File: src/serial_time_command_parser_core_assert.svh
// ----------------------------------------------------------------------------
// Assertion macros for the serial time command parser
// Short forms for clocked, reset-gated property checks.
// ----------------------------------------------------------------------------
`ifndef SERIAL_TIME_COMMAND_PARSER_CORE_ASSERT_SVH
`define SERIAL_TIME_COMMAND_PARSER_CORE_ASSERT_SVH

// The consequent must hold in the same cycle as the antecedent.
`define STCP_ASSERT_NOW(label, ante, cons) \
  label: assert property (@(posedge clk) disable iff (rst) (ante) |-> (cons)) \
    else $error("parser check failed");

// The consequent must hold in the cycle after the antecedent.
`define STCP_ASSERT_NEXT(label, ante, cons) \
  label: assert property (@(posedge clk) disable iff (rst) (ante) |=> (cons)) \
    else $error("parser check failed");

`endif

File: src/stcp_pkg.sv
// ----------------------------------------------------------------------------
// Serial time command parser package
// Shared constants, codes and small helper functions.
// ----------------------------------------------------------------------------
`default_nettype none

package stcp_pkg;

  // Line capacity, terminator excluded: the character that would fill it drops the line.
  localparam int LINE_CAPACITY = 96;
  localparam int LINE_CNT_W    = $clog2(LINE_CAPACITY);

  localparam logic [15:0] GAP_RESET  = 16'd300;
  localparam logic [15:0] TICKS_MAX  = 16'hFFFF;
  localparam logic [11:0] NUMBER_MAX = 12'd255;
  localparam logic [7:0]  HOUR_LIMIT = 8'd24;
  localparam logic [7:0]  MIN_LIMIT  = 8'd60;
  localparam logic [2:0]  TIME_LEN   = 3'd5;
  localparam logic [2:0]  PING_LEN   = 3'd4;

  localparam logic [7:0] CHAR_NUL   = 8'h00;
  localparam logic [7:0] CHAR_LF    = 8'h0A;
  localparam logic [7:0] CHAR_CR    = 8'h0D;
  localparam logic [7:0] CHAR_SPACE = 8'h20;
  localparam logic [7:0] CHAR_COMMA = 8'h2C;
  localparam logic [7:0] CHAR_ZERO  = 8'h30;
  localparam logic [7:0] CHAR_NINE  = 8'h39;
  localparam logic [7:0] CHAR_T     = 8'h54;
  localparam logic [7:0] CHAR_P     = 8'h50;

  typedef enum logic [1:0] {
    CMD_BYTE     = 2'd0,
    CMD_TICK     = 2'd1,
    CMD_LINK_ERR = 2'd2
  } cmd_t;

  typedef enum logic [1:0] {
    REPLY_TIME_OK = 2'd0,
    REPLY_PONG    = 2'd1,
    REPLY_ERR     = 2'd2
  } reply_t;

  typedef enum logic [3:0] {
    PH_START      = 4'd0,
    PH_TIME_PFX   = 4'd1,
    PH_PING_PFX   = 4'd2,
    PH_PING_DONE  = 4'd3,
    PH_HOUR_FIRST = 4'd4,
    PH_HOUR       = 4'd5,
    PH_MIN_FIRST  = 4'd6,
    PH_MIN        = 4'd7,
    PH_SEC_FIRST  = 4'd8,
    PH_SEC        = 4'd9,
    PH_TRAIL      = 4'd10,
    PH_ERR        = 4'd11
  } phase_t;

  // Characters of "TIME," by position.
  function automatic logic [7:0] time_char(input logic [2:0] pos);
    logic [7:0] c;
    case (pos)
      3'd0:    c = 8'h54;
      3'd1:    c = 8'h49;
      3'd2:    c = 8'h4D;
      3'd3:    c = 8'h45;
      3'd4:    c = 8'h2C;
      default: c = 8'h00;
    endcase
    return c;
  endfunction

  // Characters of "PING" by position.
  function automatic logic [7:0] ping_char(input logic [2:0] pos);
    logic [7:0] c;
    case (pos)
      3'd0:    c = 8'h50;
      3'd1:    c = 8'h49;
      3'd2:    c = 8'h4E;
      3'd3:    c = 8'h47;
      default: c = 8'h00;
    endcase
    return c;
  endfunction

  function automatic logic is_digit(input logic [7:0] b);
    return (b >= CHAR_ZERO) && (b <= CHAR_NINE);
  endfunction

endpackage

`default_nettype wire

File: src/stcp_cmd_if.sv
// ----------------------------------------------------------------------------
// Command channel
// Carries received bytes, millisecond ticks and link-error events.
// ----------------------------------------------------------------------------
`default_nettype none

interface stcp_cmd_if;
  logic       valid;
  logic       ready;
  logic [1:0] command;
  logic [7:0] data_byte;

  modport source (output valid, output command, output data_byte, input ready);
  modport sink   (input valid, input command, input data_byte, output ready);
endinterface

`default_nettype wire

File: src/stcp_reply_if.sv
// ----------------------------------------------------------------------------
// Reply channel
// Carries one reply per completed non-empty line.
// ----------------------------------------------------------------------------
`default_nettype none

interface stcp_reply_if;
  logic       valid;
  logic       ready;
  logic [1:0] reply;
  logic [4:0] hour;
  logic [5:0] minute;
  logic [5:0] second;

  modport source (output valid, output reply, output hour, output minute,
                  output second, input ready);
  modport sink   (input valid, input reply, input hour, input minute,
                  input second, output ready);
endinterface

`default_nettype wire

File: src/serial_time_command_parser_core.sv
// ----------------------------------------------------------------------------
// Serial time command parser core
// Parses "TIME,h,m,s" and "PING" lines from a byte stream and replies.
//
//   Channel   Direction  Contents
//   --------  ---------  ----------------------------------------------
//   request   in         command (byte, tick, link error), data_byte
//   response  out        reply (TIME_OK, PONG, ERR), hour, minute, second
//   cfg       in         gap_limit_ms write (cfg_we, cfg_wdata)
//
// Every item is handled in the cycle it is accepted: the line state registers
// update at that edge and any reply lands in the output register, so one
// item per cycle is sustained. The output register is the only stall point;
// a new item is taken whenever the register is empty or being drained this
// cycle. Reset (synchronous, rst high) empties the line, clears the idle
// counter and loads the gap limit with 300 ticks.
// ----------------------------------------------------------------------------
`default_nettype none

`include "serial_time_command_parser_core_assert.svh"

module serial_time_command_parser_core (
  input  wire logic        clk,
  input  wire logic        rst,
  input  wire logic        cfg_we,
  input  wire logic [15:0] cfg_wdata,
  stcp_cmd_if.sink         request,
  stcp_reply_if.source     response
);

  localparam int CW = stcp_pkg::LINE_CNT_W;
  localparam logic [CW-1:0] LAST_COUNT = CW'(stcp_pkg::LINE_CAPACITY - 1);

  // Line and timing state.
  logic [15:0]         gap_limit;
  logic [15:0]         idle_ticks, idle_ticks_next;
  logic [CW-1:0]       line_count, line_count_next;
  stcp_pkg::phase_t    phase, phase_next;
  logic [2:0]          prefix_pos, prefix_pos_next;
  logic [7:0]          digit_value, digit_value_next;
  logic [7:0]          saved_hour, saved_hour_next;
  logic [7:0]          saved_minute, saved_minute_next;
  logic                content_ended, content_ended_next;

  // Output register.
  logic                out_valid, out_valid_next;
  stcp_pkg::reply_t    out_reply, res_reply;
  logic [4:0]          out_hour, res_hour;
  logic [5:0]          out_minute, res_minute;
  logic [5:0]          out_second, res_second;
  logic                res_valid;

  logic                accept;
  logic [7:0]          b;
  logic [11:0]         digit_sum;
  logic [15:0]         ticks_inc;

  assign request.ready = !out_valid || response.ready;
  assign accept        = request.valid && request.ready;
  assign b             = request.data_byte;

  // Decimal accumulate: value * 10 + new digit, wide enough to see overflow.
  assign digit_sum = {1'b0, digit_value, 3'b000} + {3'b000, digit_value, 1'b0}
                   + {8'h00, b[3:0]};
  assign ticks_inc = (idle_ticks == stcp_pkg::TICKS_MAX) ? idle_ticks
                                                         : idle_ticks + 16'd1;

  always_comb begin
    idle_ticks_next    = idle_ticks;
    line_count_next    = line_count;
    phase_next         = phase;
    prefix_pos_next    = prefix_pos;
    digit_value_next   = digit_value;
    saved_hour_next    = saved_hour;
    saved_minute_next  = saved_minute;
    content_ended_next = content_ended;
    res_valid          = 1'b0;
    res_reply          = stcp_pkg::REPLY_ERR;
    res_hour           = '0;
    res_minute         = '0;
    res_second         = '0;

    if (accept) begin
      case (stcp_pkg::cmd_t'(request.command))
        stcp_pkg::CMD_TICK: begin
          idle_ticks_next = ticks_inc;
          if ((line_count != '0) && (ticks_inc > gap_limit)) begin
            line_count_next    = '0;
            phase_next         = stcp_pkg::PH_START;
            prefix_pos_next    = '0;
            digit_value_next   = '0;
            saved_hour_next    = '0;
            saved_minute_next  = '0;
            content_ended_next = 1'b0;
          end
        end
        stcp_pkg::CMD_LINK_ERR: begin
          line_count_next    = '0;
          phase_next         = stcp_pkg::PH_START;
          prefix_pos_next    = '0;
          digit_value_next   = '0;
          saved_hour_next    = '0;
          saved_minute_next  = '0;
          content_ended_next = 1'b0;
        end
        stcp_pkg::CMD_BYTE: begin
          idle_ticks_next = '0;
          if ((b == stcp_pkg::CHAR_LF) || (b == stcp_pkg::CHAR_CR)) begin
            // Line end: reply only if the line held something.
            if (line_count != '0) begin
              res_valid = 1'b1;
              if (phase == stcp_pkg::PH_PING_DONE) begin
                res_reply = stcp_pkg::REPLY_PONG;
              end else if (((phase == stcp_pkg::PH_SEC) ||
                             (phase == stcp_pkg::PH_TRAIL)) &&
                           (saved_hour < stcp_pkg::HOUR_LIMIT) &&
                           (saved_minute < stcp_pkg::MIN_LIMIT) &&
                           (digit_value < stcp_pkg::MIN_LIMIT)) begin
                res_reply  = stcp_pkg::REPLY_TIME_OK;
                res_hour   = saved_hour[4:0];
                res_minute = saved_minute[5:0];
                res_second = digit_value[5:0];
              end
            end
            line_count_next    = '0;
            phase_next         = stcp_pkg::PH_START;
            prefix_pos_next    = '0;
            digit_value_next   = '0;
            saved_hour_next    = '0;
            saved_minute_next  = '0;
            content_ended_next = 1'b0;
          end else if (line_count < LAST_COUNT) begin
            line_count_next = line_count + CW'(1);
            if (!content_ended) begin
              if (b == stcp_pkg::CHAR_NUL) begin
                // A zero byte ends the parsed content for the rest of the line.
                content_ended_next = 1'b1;
              end else begin
                case (phase)
                  stcp_pkg::PH_START: begin
                    prefix_pos_next = 3'd1;
                    if (b == stcp_pkg::CHAR_T) begin
                      phase_next = stcp_pkg::PH_TIME_PFX;
                    end else if (b == stcp_pkg::CHAR_P) begin
                      phase_next = stcp_pkg::PH_PING_PFX;
                    end else begin
                      prefix_pos_next = prefix_pos;
                      phase_next      = stcp_pkg::PH_ERR;
                    end
                  end
                  stcp_pkg::PH_TIME_PFX: begin
                    if ((prefix_pos < stcp_pkg::TIME_LEN) &&
                        (b == stcp_pkg::time_char(prefix_pos))) begin
                      prefix_pos_next = prefix_pos + 3'd1;
                      if (prefix_pos + 3'd1 == stcp_pkg::TIME_LEN) begin
                        phase_next = stcp_pkg::PH_HOUR_FIRST;
                      end
                    end else begin
                      phase_next = stcp_pkg::PH_ERR;
                    end
                  end
                  stcp_pkg::PH_PING_PFX: begin
                    if ((prefix_pos < stcp_pkg::PING_LEN) &&
                        (b == stcp_pkg::ping_char(prefix_pos))) begin
                      prefix_pos_next = prefix_pos + 3'd1;
                      if (prefix_pos + 3'd1 == stcp_pkg::PING_LEN) begin
                        phase_next = stcp_pkg::PH_PING_DONE;
                      end
                    end else begin
                      phase_next = stcp_pkg::PH_ERR;
                    end
                  end
                  stcp_pkg::PH_HOUR_FIRST, stcp_pkg::PH_MIN_FIRST,
                  stcp_pkg::PH_SEC_FIRST: begin
                    if (stcp_pkg::is_digit(b)) begin
                      digit_value_next = {4'h0, b[3:0]};
                      phase_next       = stcp_pkg::phase_t'(phase + 4'd1);
                    end else begin
                      phase_next = stcp_pkg::PH_ERR;
                    end
                  end
                  stcp_pkg::PH_HOUR, stcp_pkg::PH_MIN, stcp_pkg::PH_SEC: begin
                    if (stcp_pkg::is_digit(b)) begin
                      if (digit_sum > stcp_pkg::NUMBER_MAX) begin
                        phase_next = stcp_pkg::PH_ERR;
                      end else begin
                        digit_value_next = digit_sum[7:0];
                      end
                    end else if ((b == stcp_pkg::CHAR_COMMA) &&
                                 (phase != stcp_pkg::PH_SEC)) begin
                      if (phase == stcp_pkg::PH_HOUR) begin
                        saved_hour_next = digit_value;
                      end else begin
                        saved_minute_next = digit_value;
                      end
                      digit_value_next = '0;
                      phase_next       = stcp_pkg::phase_t'(phase + 4'd1);
                    end else if ((b == stcp_pkg::CHAR_SPACE) &&
                                 (phase == stcp_pkg::PH_SEC)) begin
                      phase_next = stcp_pkg::PH_TRAIL;
                    end else begin
                      phase_next = stcp_pkg::PH_ERR;
                    end
                  end
                  stcp_pkg::PH_TRAIL: begin
                    if (b != stcp_pkg::CHAR_SPACE) begin
                      phase_next = stcp_pkg::PH_ERR;
                    end
                  end
                  default: begin
                    phase_next = stcp_pkg::PH_ERR;
                  end
                endcase
              end
            end
          end else begin
            // Overlong line: drop it and start over empty.
            line_count_next    = '0;
            phase_next         = stcp_pkg::PH_START;
            prefix_pos_next    = '0;
            digit_value_next   = '0;
            saved_hour_next    = '0;
            saved_minute_next  = '0;
            content_ended_next = 1'b0;
          end
        end
        default: begin
          // The unused command code is taken and has no effect.
        end
      endcase
    end

    if (accept && res_valid) begin
      out_valid_next = 1'b1;
    end else if (response.ready) begin
      out_valid_next = 1'b0;
    end else begin
      out_valid_next = out_valid;
    end
  end

  always_ff @(posedge clk) begin
    if (rst) begin
      gap_limit     <= stcp_pkg::GAP_RESET;
      idle_ticks    <= '0;
      line_count    <= '0;
      phase         <= stcp_pkg::PH_START;
      prefix_pos    <= '0;
      digit_value   <= '0;
      saved_hour    <= '0;
      saved_minute  <= '0;
      content_ended <= 1'b0;
      out_valid     <= 1'b0;
    end else begin
      if (cfg_we) begin
        gap_limit <= cfg_wdata;
      end
      idle_ticks    <= idle_ticks_next;
      line_count    <= line_count_next;
      phase         <= phase_next;
      prefix_pos    <= prefix_pos_next;
      digit_value   <= digit_value_next;
      saved_hour    <= saved_hour_next;
      saved_minute  <= saved_minute_next;
      content_ended <= content_ended_next;
      out_valid     <= out_valid_next;
    end
  end

  // Payload register loads only when a new reply is produced.
  always_ff @(posedge clk) begin
    if (accept && res_valid) begin
      out_reply  <= res_reply;
      out_hour   <= res_hour;
      out_minute <= res_minute;
      out_second <= res_second;
    end
  end

  assign response.valid  = out_valid;
  assign response.reply  = out_reply;
  assign response.hour   = out_hour;
  assign response.minute = out_minute;
  assign response.second = out_second;

  // A time reply always carries in-range fields; other replies carry zeros.
  `STCP_ASSERT_NOW(a_time_in_range,
    out_valid && (out_reply == stcp_pkg::REPLY_TIME_OK),
    (out_hour < 5'd24) && (out_minute < 6'd60) && (out_second < 6'd60))
  `STCP_ASSERT_NOW(a_other_zero,
    out_valid && (out_reply != stcp_pkg::REPLY_TIME_OK),
    (out_hour == '0) && (out_minute == '0) && (out_second == '0))
  // The line count never reaches the capacity.
  `STCP_ASSERT_NOW(a_count_bound, 1'b1, line_count <= LAST_COUNT)
  // A zero byte can only have been counted into a non-empty line.
  `STCP_ASSERT_NOW(a_ended_nonempty, content_ended, line_count != '0)
  // Any line end leaves an empty line behind.
  `STCP_ASSERT_NEXT(a_end_clears,
    accept && (request.command == stcp_pkg::CMD_BYTE) &&
      ((b == stcp_pkg::CHAR_LF) || (b == stcp_pkg::CHAR_CR)),
    (line_count == '0) && (phase == stcp_pkg::PH_START))

endmodule

`default_nettype wire
File: src/flat_wrapper.sv
// flat-port wrapper written by rule: the top's interface ports become plain ports
module serial_time_command_parser_core_flat 
  (clk, rst, cfg_we, cfg_wdata, request_valid, request_command, request_data_byte, request_ready, response_valid, response_reply, response_hour, response_minute, response_second, response_ready);
  stcp_cmd_if request_i ();
  stcp_reply_if response_i ();
  input  wire logic clk;
  input  wire logic rst;
  input  wire logic cfg_we;
  input  wire logic [15:0] cfg_wdata;
  input wire logic [$bits(request_i.valid)-1:0] request_valid;
  input wire logic [$bits(request_i.command)-1:0] request_command;
  input wire logic [$bits(request_i.data_byte)-1:0] request_data_byte;
  output wire logic [$bits(request_i.ready)-1:0] request_ready;
  output wire logic [$bits(response_i.valid)-1:0] response_valid;
  output wire logic [$bits(response_i.reply)-1:0] response_reply;
  output wire logic [$bits(response_i.hour)-1:0] response_hour;
  output wire logic [$bits(response_i.minute)-1:0] response_minute;
  output wire logic [$bits(response_i.second)-1:0] response_second;
  input wire logic [$bits(response_i.ready)-1:0] response_ready;
  assign request_i.valid = request_valid;
  assign request_i.command = request_command;
  assign request_i.data_byte = request_data_byte;
  assign request_ready = request_i.ready;
  assign response_valid = response_i.valid;
  assign response_reply = response_i.reply;
  assign response_hour = response_i.hour;
  assign response_minute = response_i.minute;
  assign response_second = response_i.second;
  assign response_i.ready = response_ready;
  serial_time_command_parser_core u_core (.clk(clk), .rst(rst), .cfg_we(cfg_we), .cfg_wdata(cfg_wdata), .request(request_i), .response(response_i));
endmodule
File: config.mk
export PLATFORM = sky130hd
export DESIGN_NAME = serial_time_command_parser_core_flat
export DESIGN_NICKNAME = d
export VERILOG_FILES = /design/src/stcp_pkg.sv /design/src/stcp_cmd_if.sv /design/src/stcp_reply_if.sv /design/src/serial_time_command_parser_core.sv /design/src/flat_wrapper.sv
export VERILOG_INCLUDE_DIRS = /design/src /design/src/src
export SDC_FILE = /design/constraint.sdc
export NUM_CORES = 1
export LEC_CHECK = 0
export BUFFER_PORTS_ARGS = -buffer_cell sky130_fd_sc_hd__buf_4
export CAP_MARGIN = 10
export CELL_PAD_IN_SITES_DETAIL_PLACEMENT = 0
export CELL_PAD_IN_SITES_GLOBAL_PLACEMENT = 2
export CORE_ASPECT_RATIO = 1.4
export CORE_MARGIN = 5
export CORE_UTILIZATION = 37
export DETAILED_ROUTE_END_ITERATION = 7
export GPL_ROUTABILITY_DRIVEN = 0
export PLACE_DENSITY_LB_ADDON = 0.1
export SLEW_MARGIN = 20
export SYNTH_ARGS = -nofsm -noshare
export SYNTH_HDL_FRONTEND = slang
export SYNTH_SLANG_ARGS = --single-unit
File: constraint.sdc
create_clock -name clk -period 5.7 [get_ports clk]
set_clock_uncertainty 0.2 [all_clocks]
set_input_delay 0.855 -clock clk [delete_from_list [all_inputs] [get_ports clk]]
set_output_delay 0.855 -clock clk [all_outputs]
set_load 0.02 [all_outputs]
==> metrics.md, run 1 <==
| Metric | Value |
|---|---|
| Initial DRT Pass Iterations | `5` |
| Most frequent cells in the layout | `81 x nor2_1, 72 x dfxtp_1, 51 x buf_4` |
| Num CTS Buffers | `9` |
| Cell-internal power | `roughly 1.1 mW` |
| Buffers on Ports | `51` |
| Syn avg cell area | `8.671 sq um` |
| Layout area overhead | `14.11%` |
| Pleak | `2.692 nW` |
| Post-Syn Area | `5853 sq um` |
| Area share of the largest cell type after synthesis | `between 20% and 30%` |
| Sw Pwr | `about 0.35 mW` |
| Post-route antenna net violation count | `0` |
| FFs w/ async S/R, synth | `0%` |
| # resized after CTS | `0` |
| Synth Flop Type | `dfxtp_1` |
| Net Count, Synth | `~750` |
| Gate Count Post-Synth | `between 600 and 700` |
| Die H | `~160 um` |
| Max H-tree Level | `3` |
| Die area | `18470 sq um` |
| Num ports | `52` |
| GR Overflow Total | `0` |
| Xor/xnor share of the synthesized area | `approximately 3.0%` |
| Hold-fix buffers at CTS | `0` |
| Starting Density | `between 30% and 40%` |
| Worst reg2reg startpoint | `u_core.idle_ticks[0]` |
| Adder-Cell Fraction of Synth Area | `between 9 and 10%` |
| DRT Wirelength | `between 15000 and 20000 um` |
| Synth Area in Compound Gates | `approximately 18%` |
| CP Data Arrival Time | `just over 5 ns` |
| CP Launch Point | `u_core.idle_ticks[0]` |
| CP startpoint kind | `register` |
| Largest net degree at the start of global routing | `60` |
| Antenna diodes | `0` |
| Hold Vio Cnt, Final | `0` |
| Number of synthesized register bits | `91` |
| All-Layer GR Usage | `about 18%` |
| Number of global-route vias before repair | `just over 5000` |
| Max FO, Critical Path | `8` |
| # clock sinks | `~90` |
| Combinational share of power | `under 10%` |
| Switching portion of total power | `roughly a quarter` |
| DR iter-0 viols | `~340` |
| Cell Rows | `54` |
| Largest family of logic cells by synthesized area | `simple AND/OR/NAND/NOR gates` |
| Min-delay worst type | `register to register` |
| CP Data Required Time | `5.78 ns` |
| Setup TNS | `0 ns` |
| Relative slew slack | `approximately a third` |
| Layout cells sized above 1 | `11.40%` |
| Final setup fails | `0` |
| Commonest non-fill, non-tap cell in the layout | `nor2_1` |
| Mux cell area share after synthesis | `under 10%` |
| Vias per inst | `5.640` |
| Crit. End Element | `register` |
| Clock buffer depth | `2` |
| Non-filler instance count after layout | `just over 900` |
| Area leader, netlist | `dfxtp_1` |
| Reg power frac | `between 40% and 50%` |
| CTS root buffer | `clkbuf_16` |
| Layout Nets | `between 700 and 800` |
| Final worst path period share | `between 80% and 90%` |
| Wire length of the first global-routing pass | `26590 um` |
| Number of synthesized flops with an enable pin | `19` |
| Initial antenna violation count | `0` |
| Area share of and/or/nand/nor cells after synthesis | `between 20% and 30%` |
| Vias | `about 5200` |
| Clock power share | `a little over two fifths` |
| Status | `complete, no violations` |
| # DRC | `0` |
| Max cap viols | `0` |
| Core box area | `15540 sq um` |
| Avg WL per Cell | `approximately 18 um` |
| Placed insts | `899` |
| Clock slew at reported path FFs | `around 0.070 ns` |
| Slew @ Worst Pin | `roughly 1 ns` |
| Setup bufs post-CTS | `0` |
| Power per cell area | `209.8 nW/um^2` |
| Peak Freq | `around 200 MHz` |
| Synth cell types | `74` |
| VDD IR-drop max | `0.1275 mV` |
| Yosys warns | `0` |
| CTS tree | `done` |
| Sequential share of the synthesized area | `34.37%` |
| Die X | `about 120 um` |
| Largest cells by area after synthesis | `dfxtp_1 25%, edfxtp_1 9.7%, ha_1 9.2%` |
| Hold_sp | `u_core.line_count[1]` |
| Final Slew Violations | `0` |
| RSZ-0062 raised after global routing | `false` |
| Crit path time final | `approximately 5.0 ns` |
| Fillers | `roughly 1600` |
| Detailed Place HPWL | `around 12000 um` |
| Clock Latency Late Sink | `around 0.34 ns` |
| Type of the worst setup path | `register to register` |
[registers in the layout (all words and copies together) (netlist names), 6 cells and up]
register	count
u_core.response.minute	6
u_core.digit_value	8
u_core.gap_limit	16
u_core.saved_hour	8
u_core.idle_ticks	16
u_core.response.second	6
u_core.saved_minute	8
u_core.line_count	7
[power groups by stage]
stage	registers, mW	logic [mW]	clock network (mW)
after floorplan	0.680	0.0771	0
after global placement	0.682	0.117	0
after detailed placement	0.682	0.119	0
after CTS	0.667	0.120	0.627
after global routing	0.668	0.132	0.656
final	0.667	0.119	0.616
[per-stage QoR]
stage	hold slack, ns	power [mW]	setup WS, ns	utilization (%)	cell area [sq um]
after detailed placement	0.2771	0.8009	0.7144	41.03	6376
after global placement	0.2752	0.7989	0.8774	41.03	6376
after CTS	0.2918	1.414	0.6884	42.98	6679
final	0.2902	1.402	0.7009	42.98	6679
after floorplan	0.2515	0.7573	1.410	-	5853
after global routing	0.3180	1.456	0.1140	42.98	6679
[worst paths after layout]
| check | to | slack (ns) | depth (start not counted) |
|---|---|---|---|
| worst max-delay path | u_core.digit_value[4] | 0.70 | 15 |
| worst min-delay path | u_core.line_count[1] | 0.29 | 2 |
| worst max register to register | u_core.digit_value[4] | 0.70 | 15 |
| worst min register to register | u_core.line_count[1] | 0.29 | 2 |
[cell families after synthesis]
logic type / Yosys count
and+or+nand+nor: 275
buffers and inverters: 63
AOI/OAI and AO/OA: 147
adders and majority gates: 45
muxes: 34
xor gates and xnor gates: 20
DFF: 91
[synth_stat cells (all sizes together) (10+ instances only)]
cell type  count
nor2          81
dfxtp         72
nand2         45
ha            43
inv           40
a21oi         32
mux2i         32
and2          27
nor3          24
o21ai         24
nand3         22
edfxtp        19
clkbuf        18
xnor2         15
a21o          10
nand4         10
[critical path, cell delays in order (launching register included)]
cell	delay, ns
dfxtp_1	0.41
ha_1	0.29
nand2_1	0.12
nor4_1	0.50
nand3_1	0.36
nand4_1	0.29
nor2_1	0.11
xor2_1	0.16
ha_1	0.28
and3_1	0.17
a221o_1	0.30
a221o_1	0.33
a211oi_2	0.49
nor3_1	0.18
a211oi_2	0.53
a22o_1	0.23
[layer usage]
layer	wire, um	part of all wire (%)	GRT usage (%)
met5	0	0	0
met3	482	2.9	2.437
met2	8369	51	31.09
met1	7014	43	22.10
met4	511	3.1	7.018
[area by class of cell]
class	count	area [sq um]	area share [%]
clock buffer	10	229.0	3.428
clock inverter	6	73.82	1.105
inverter	40	150.1	2.248
multi-input combinational	521	3586	53.69
sequential	91	2012	30.12
tap	196	245.2	3.672
timing repair buffer	51	382.9	5.732
Note: power is estimated with default switching activity, not from simulation.
==> run 2, diff against run 1 <==
--- a/config.mk
+++ b/config.mk
@@ -10,7 +10,7 @@
 export CAP_MARGIN = 10
 export CELL_PAD_IN_SITES_DETAIL_PLACEMENT = 0
 export CELL_PAD_IN_SITES_GLOBAL_PLACEMENT = 2
-export CORE_ASPECT_RATIO = 1.4
+export CORE_ASPECT_RATIO = 0.9
 export CORE_MARGIN = 5
 export CORE_UTILIZATION = 37
 export DETAILED_ROUTE_END_ITERATION = 7
==> run 2 against run 1 <==
Power decreased by 4.2%. Critical endpoint is now u_core.digit_value[5]. First-iteration DRC count decreased by 12%. Maximum frequency about the same. Critical path depth unchanged. Non-clock buffer count unchanged. Critical path type unchanged. Largest power group unchanged. Utilization about the same. Cell count increased by 0.66%. Setup slack got worse by 0.0048 ns.
==> metrics.md, run 2 (same netlist as run 1, synthesis figures left out) <==
| Metric | Value |
|---|---|
| Core box area | `15490 sq um (-0.29%)` |
| CP max stage cell | `nor4_1` |
| CP Data Required Time | `5.79 ns (about the same)` |
| Final setup fails | `0 (unchanged)` |
| DRT Wirelength | `15460 um (-5.6%)` |
| CTS root buffer | `clkbuf_16` |
| Starting Density | `37.77% (+0.11 points)` |
| Initial antenna violation count | `0 (unchanged)` |
| Worst path cell trace | `ha_1 -> nand2_1 -> nor4_1 -> nand3_1 -> nand4_1 -> nor2_1 -> xor2_1 -> ha_1 -> and3_1 -> a221o_1 -> a221o_1 -> a211oi_2 -> nor3_1 -> a211oi_2 -> a22o_1` |
| Layout area overhead | `13.79%` |
| Max cap viols | `0 (unchanged)` |
| # DRC | `0 (unchanged)` |
| Area of the multi-input gates | `3586 sq um (unchanged)` |
| Delay-heaviest family, CP | `compound AO/OA/AOI/OAI gates` |
| Max FO, Critical Path | `8 (unchanged)` |
| Vias per inst | `5.446 (-3.4%)` |
| Peak Freq | `199.8 MHz (about the same)` |
| Layout Nets | `790 (unchanged)` |
| Largest net degree at the start of global routing | `60 (unchanged)` |
| R2R Setup Slk | `0.70 ns (about the same)` |
| Min-delay worst type | `register to register` |
| Number of global-route vias before repair | `4731 (-9.0%)` |
| Post-route antenna net violation count | `0 (unchanged)` |
| Die H | `129.3 um (-19%)` |
| Num CTS Buffers | `9 (unchanged)` |
| Final Slew Violations | `0 (unchanged)` |
| Die X | `142.6 um (+23%)` |
| Power per cell area | `201.5 nW/um^2 (-4.0%)` |
| Setup TNS | `0 ns (unchanged)` |
| Crit. End Element | `register` |
| RSZ-0062 raised after global routing | `false` |
| Cell Rows | `43 (-20%)` |
| All-Layer GR Usage | `17.05% (-0.91 points)` |
| # clock sinks | `91 (unchanged)` |
| Clock Latency Late Sink | `0.34 ns (about the same)` |
| Commonest non-fill, non-tap cell in the layout | `nor2_1` |
| DR iter-0 viols | `302 (-12%)` |
| Clock slew at reported path FFs | `0.07 ns (about the same)` |
| VDD IR-drop max | `0.1472 mV (+15%)` |
| Clock buffer depth | `2 (unchanged)` |
| Vias | `5016 (-2.8%)` |
| Most frequent cells in the layout | `81 x nor2_1, 72 x dfxtp_1, 51 x buf_4` |
| GR Overflow Total | `0 (unchanged)` |
| Layout cells sized above 1 | `11.40% (unchanged)` |
| Worst path buffer plus inverter count | `0 (unchanged)` |
| Hold Vio Cnt, Final | `0 (unchanged)` |
| Biggest regs | `u_core.gap_limit: 16 flops, u_core.idle_ticks: 16 flops` |
| Largest stage delay on the critical path | `0.53 ns (about the same)` |
| Die area | `18440 sq um (-0.18%)` |
| Hold-fix buffers at CTS | `0 (unchanged)` |
| Placed insts | `905 (+0.67%)` |
| Buffers on Ports | `51 (unchanged)` |
| Detailed Place HPWL | `11980 um (-3.7%)` |
| Final worst path period share | `87.79% (about the same)` |
| Initial DRT Pass Iterations | `5 (unchanged)` |
| Num ports | `52 (unchanged)` |
| Avg WL per Cell | `16.78 um (-6.2%)` |
| Relative slew slack | `32.69% (-0.57 points)` |
| Fillers | `1571 (-0.82%)` |
| Type of the worst setup path | `register to register` |
| # resized after CTS | `0 (unchanged)` |
| CP Data Arrival Time | `5.10 ns (+0.02 ns)` |
| Sequential Area | `2012 sq um (unchanged)` |
| Pleak | `2.681 nW (-0.42%)` |
| Max H-tree Level | `3 (unchanged)` |
| CTS tree | `done` |
| Antenna diodes | `0 (unchanged)` |
| Crit path time final | `5.004 ns (+0.004844 ns)` |
| CP startpoint kind | `register` |
| Wire length of the first global-routing pass | `25140 um (-5.5%)` |
| Status | `complete, no violations` |
| Non-filler instance count after layout | `921 (+0.66%)` |
| Setup bufs post-CTS | `0 (unchanged)` |
| Slew @ Worst Pin | `1.002 ns (+0.008458 ns)` |
## run 2: metrics by stage
stage	cell area, sq um	hold WS [ns]	power (mW)	util, %	setup WS, ns
global route	6660	0.3079	1.403	42.98	0.2927
detailed placement	6384	0.2748	0.8005	41.20	0.7589
global placement	6384	0.2721	0.7989	41.20	0.8901
finish	6660	0.2851	1.342	42.98	0.6960
CTS	6660	0.2917	1.361	42.98	0.7197
floorplan	5853	0.2515	0.7573	-	1.410
## run 2: per-layer routing
layer | part of all wire, % | wire (um) | track usage, % | up-vias
met5 | 0 | 0 | 0 | -
met4 | 1.2 | 193 | 4.695 | 0
met3 | 4.1 | 636 | 2.768 | 11
met2 | 42 | 6485 | 24.78 | 101
met1 | 53 | 8140 | 25.99 | 2348
li1 | - | - | - | 2556
## run 2: final cells by class
class	instances	share of cell area, %
Clock inverter	6	0.7139
Inverter	40	2.254
Clock buffer	10	3.438
Sequential cell	91	30.21
Tap cell	202	3.795
Timing Repair Buffer	51	5.749
Multi-Input combinational cell	521	53.84
## run 2: worst min-delay path, cell delays in order (launching register included)
cell     delay, ns
dfxtp_1       0.32
mux2i_1       0.06
nor2_1        0.07
## run 2: power by group
part           leakage, nW  internal (mW)  switching, mW
clock network        0.130          0.300          0.256
logic                 1.83         0.0463         0.0718
registers            0.719          0.662        0.00559
## run 2: path summary, 6_finish.rpt
path,from,to,cells past startpoint
worst max-delay path,u_core.idle_ticks[0],u_core.digit_value[5],15
worst min-delay path,u_core.saved_hour[1],u_core.saved_hour[1],2
worst min register to register,u_core.saved_hour[1],u_core.saved_hour[1],2
worst max register to register,u_core.idle_ticks[0],u_core.digit_value[5],15
==> run 3, diff against run 2 <==
--- a/config.mk
+++ b/config.mk
@@ -10,7 +10,6 @@
 export CAP_MARGIN = 10
 export CELL_PAD_IN_SITES_DETAIL_PLACEMENT = 0
 export CELL_PAD_IN_SITES_GLOBAL_PLACEMENT = 2
-export CORE_ASPECT_RATIO = 0.9
 export CORE_MARGIN = 5
 export CORE_UTILIZATION = 37
 export DETAILED_ROUTE_END_ITERATION = 7
==> run 3 against run 2 <==
Clock power up 11%. Utilization down 0.32 points. Sequential share of layout area down 0.19 points. Worst hold slack better by 0.0016 ns. Routed wire length up 1.4%. Register-to-register slack worse by 0.08 ns. Cell count up 1.5%. Largest cell class unchanged.
==> metrics.md, run 3 (same netlist as run 1, synthesis figures left out) <==
| Metric | Value |
|---|---|
| Status | `complete, no violations` |
| Clock power share | `43.9% (+2.5 points)` |
| Layout area overhead | `14.51%` |
| Switching portion of total power | `24.71% (-0.16 points)` |
| Slew @ Worst Pin | `0.8838 ns (-0.1181 ns)` |
| CTS tree | `done` |
| Final setup fails | `0 (unchanged)` |
| Final Power | `1.401 mW (+4.4%)` |
| DR iter-0 viols | `303 (+0.33%)` |
| Reg power frac | `47.6% (-2.2 points)` |
| Crit. End Element | `register` |
| Most frequent cells in the layout | `81 x nor2_1, 72 x dfxtp_1, 51 x buf_4` |
| # resized after CTS | `0 (unchanged)` |
| Layout Nets | `790 (unchanged)` |
| Combinational share of power | `8.5% (-0.3 points)` |
| Number of global-route vias before repair | `4759 (+0.59%)` |
| CP Data Arrival Time | `5.19 ns (+0.09 ns)` |
| Setup bufs post-CTS | `0 (unchanged)` |
| Wire length of the first global-routing pass | `24930 um (-0.82%)` |
| Final core utilization | `42.66% (-0.32 points)` |
| # DRC | `0 (unchanged)` |
| Crit path time final | `5.084 ns (+0.07993 ns)` |
| CTS root buffer | `clkbuf_16` |
| Clock buffer depth | `2 (unchanged)` |
| Final Slew Violations | `0 (unchanged)` |
| Layout cells sized above 1 | `11.40% (unchanged)` |
| Biggest regs | `u_core.gap_limit: 16 flops, u_core.idle_ticks: 16 flops` |
| Buffers on Ports | `51 (unchanged)` |
| Num ports | `52 (unchanged)` |
| Antenna diodes | `0 (unchanged)` |
| Starting Density | `37.25% (-0.52 points)` |
| Initial DRT Pass Iterations | `5 (unchanged)` |
| Post-route antenna net violation count | `0 (unchanged)` |
| RSZ-0062 raised after global routing | `false` |
| Sw Pwr | `0.3461 mW (+3.7%)` |
| CP Data Required Time | `5.81 ns (+0.02 ns)` |
| Min-delay worst type | `register to register` |
| Pleak | `2.700 nW (+0.72%)` |
| Max FO, Critical Path | `8 (unchanged)` |
| Commonest non-fill, non-tap cell in the layout | `nor2_1` |
| Cell Rows | `46 (+7.0%)` |
| Clock slew at reported path FFs | `0.08 ns (about the same)` |
| Cell-internal power | `1.055 mW (+4.6%)` |
| Relative slew slack | `40.63% (+7.9 points)` |
| Avg WL per Cell | `16.77 um (about the same)` |
| Core box area | `15710 sq um (+1.4%)` |
| Die area | `18430 sq um (about the same)` |
| CP startpoint kind | `register` |
| DRT Wirelength | `15680 um (+1.4%)` |
| Num CTS Buffers | `9 (unchanged)` |
| Final worst path period share | `89.19% (+1.4 points)` |
| Hold-fix buffers at CTS | `0 (unchanged)` |
| Vias | `5076 (+1.2%)` |
| Detailed Place HPWL | `11860 um (-0.95%)` |
| VDD IR-drop max | `0.2073 mV (+41%)` |
| Max cap viols | `0 (unchanged)` |
| # clock sinks | `91 (unchanged)` |
| Setup TNS | `0 ns (unchanged)` |
| All-Layer GR Usage | `17.18% (+0.14 points)` |
| Max H-tree Level | `3 (unchanged)` |
| Clock Latency Late Sink | `0.36 ns (+0.02 ns)` |
| Largest net degree at the start of global routing | `60 (unchanged)` |
| Vias per inst | `5.429 (-0.32%)` |
| Pre-CTS setup slack | `0.6598 ns (-0.09911 ns)` |
| Type of the worst setup path | `register to register` |
| Power per cell area | `209.0 nW/um^2 (+3.7%)` |
| Hold Vio Cnt, Final | `0 (unchanged)` |
| Peak Freq | `196.7 MHz (-1.6%)` |
| Die H | `135.8 um (+5.0%)` |
| GR Overflow Total | `0 (unchanged)` |
| Initial antenna violation count | `0 (unchanged)` |
| Setup ws final | `0.6161 ns (-0.07993 ns)` |
| Die X | `135.8 um (-4.8%)` |
[run 3: cell count changes in the layout (fill, tap and decap cells not counted)]
cell | previous run | this run
clkinvlp_4 | 2 | 0
bufinv_16 | 0 | 1
inv_8 | 0 | 1
inv_4 | 1 | 0
clkinv_2 | 0 | 1
[run 3: per-layer routing]
metal  up-vias  wire (um)  GRT usage, %  share of wire [%]
met2       128       6833         26.52                 44
met4         0        164         4.199                1.0
met5         -          0             0                  0
li1       2551          -             -                  -
met1      2386       7852         24.18                 50
met3        11        829         4.235                5.3
[run 3: worst max-delay path: stages, from the launching register on]
cell	delay (ns)
dfxtp_1	0.42
ha_1	0.29
nand2_1	0.10
nor4_1	0.54
nand3_1	0.36
nand4_1	0.28
nor2_1	0.11
xor2_1	0.16
ha_1	0.28
and3_1	0.16
a221o_1	0.29
a221o_1	0.33
a211oi_2	0.56
nor3_1	0.21
a211oi_2	0.54
a22o_1	0.23
[run 3: power by group through the flow]
| stage | Clock [mW] | Sequential, mW | Combinational, mW |
|---|---|---|---|
| finish | 0.615 | 0.667 | 0.119 |
| global route | 0.658 | 0.668 | 0.131 |
| CTS | 0.632 | 0.667 | 0.119 |
| detailed placement | 0 | 0.682 | 0.119 |
| global placement | 0 | 0.682 | 0.118 |
| floorplan | 0 | 0.680 | 0.0771 |
[run 3: area by class of cell]
cell class,instances,area (sq um)
Fill cell,1618,9010
Multi-Input combinational cell,521,3586
Sequential cell,91,2012
Timing Repair Buffer,51,382.9
Tap cell,216,270.3
Clock buffer,10,229.0
Inverter,40,150.1
Clock inverter,6,72.57
[run 3: stage by stage]
step	std cells	area, sq um	hold slack, ns
detailed placement	919	6401	0.2776
floorplan	675	5853	0.2515
global placement	919	6401	0.2726
global route	935	6703	0.3051
finish	935	6703	0.2867
CTS	935	6703	0.2881
[run 3: worst paths after layout]
check,start,to,slack (ns),cells after the start
worst max register to register,u_core.idle_ticks[0],u_core.digit_value[6],0.62,15
worst max-delay path,u_core.idle_ticks[0],u_core.digit_value[6],0.62,15
worst min register to register,u_core.saved_hour[0],u_core.saved_hour[0],0.29,2
worst min-delay path,u_core.saved_hour[0],u_core.saved_hour[0],0.29,2
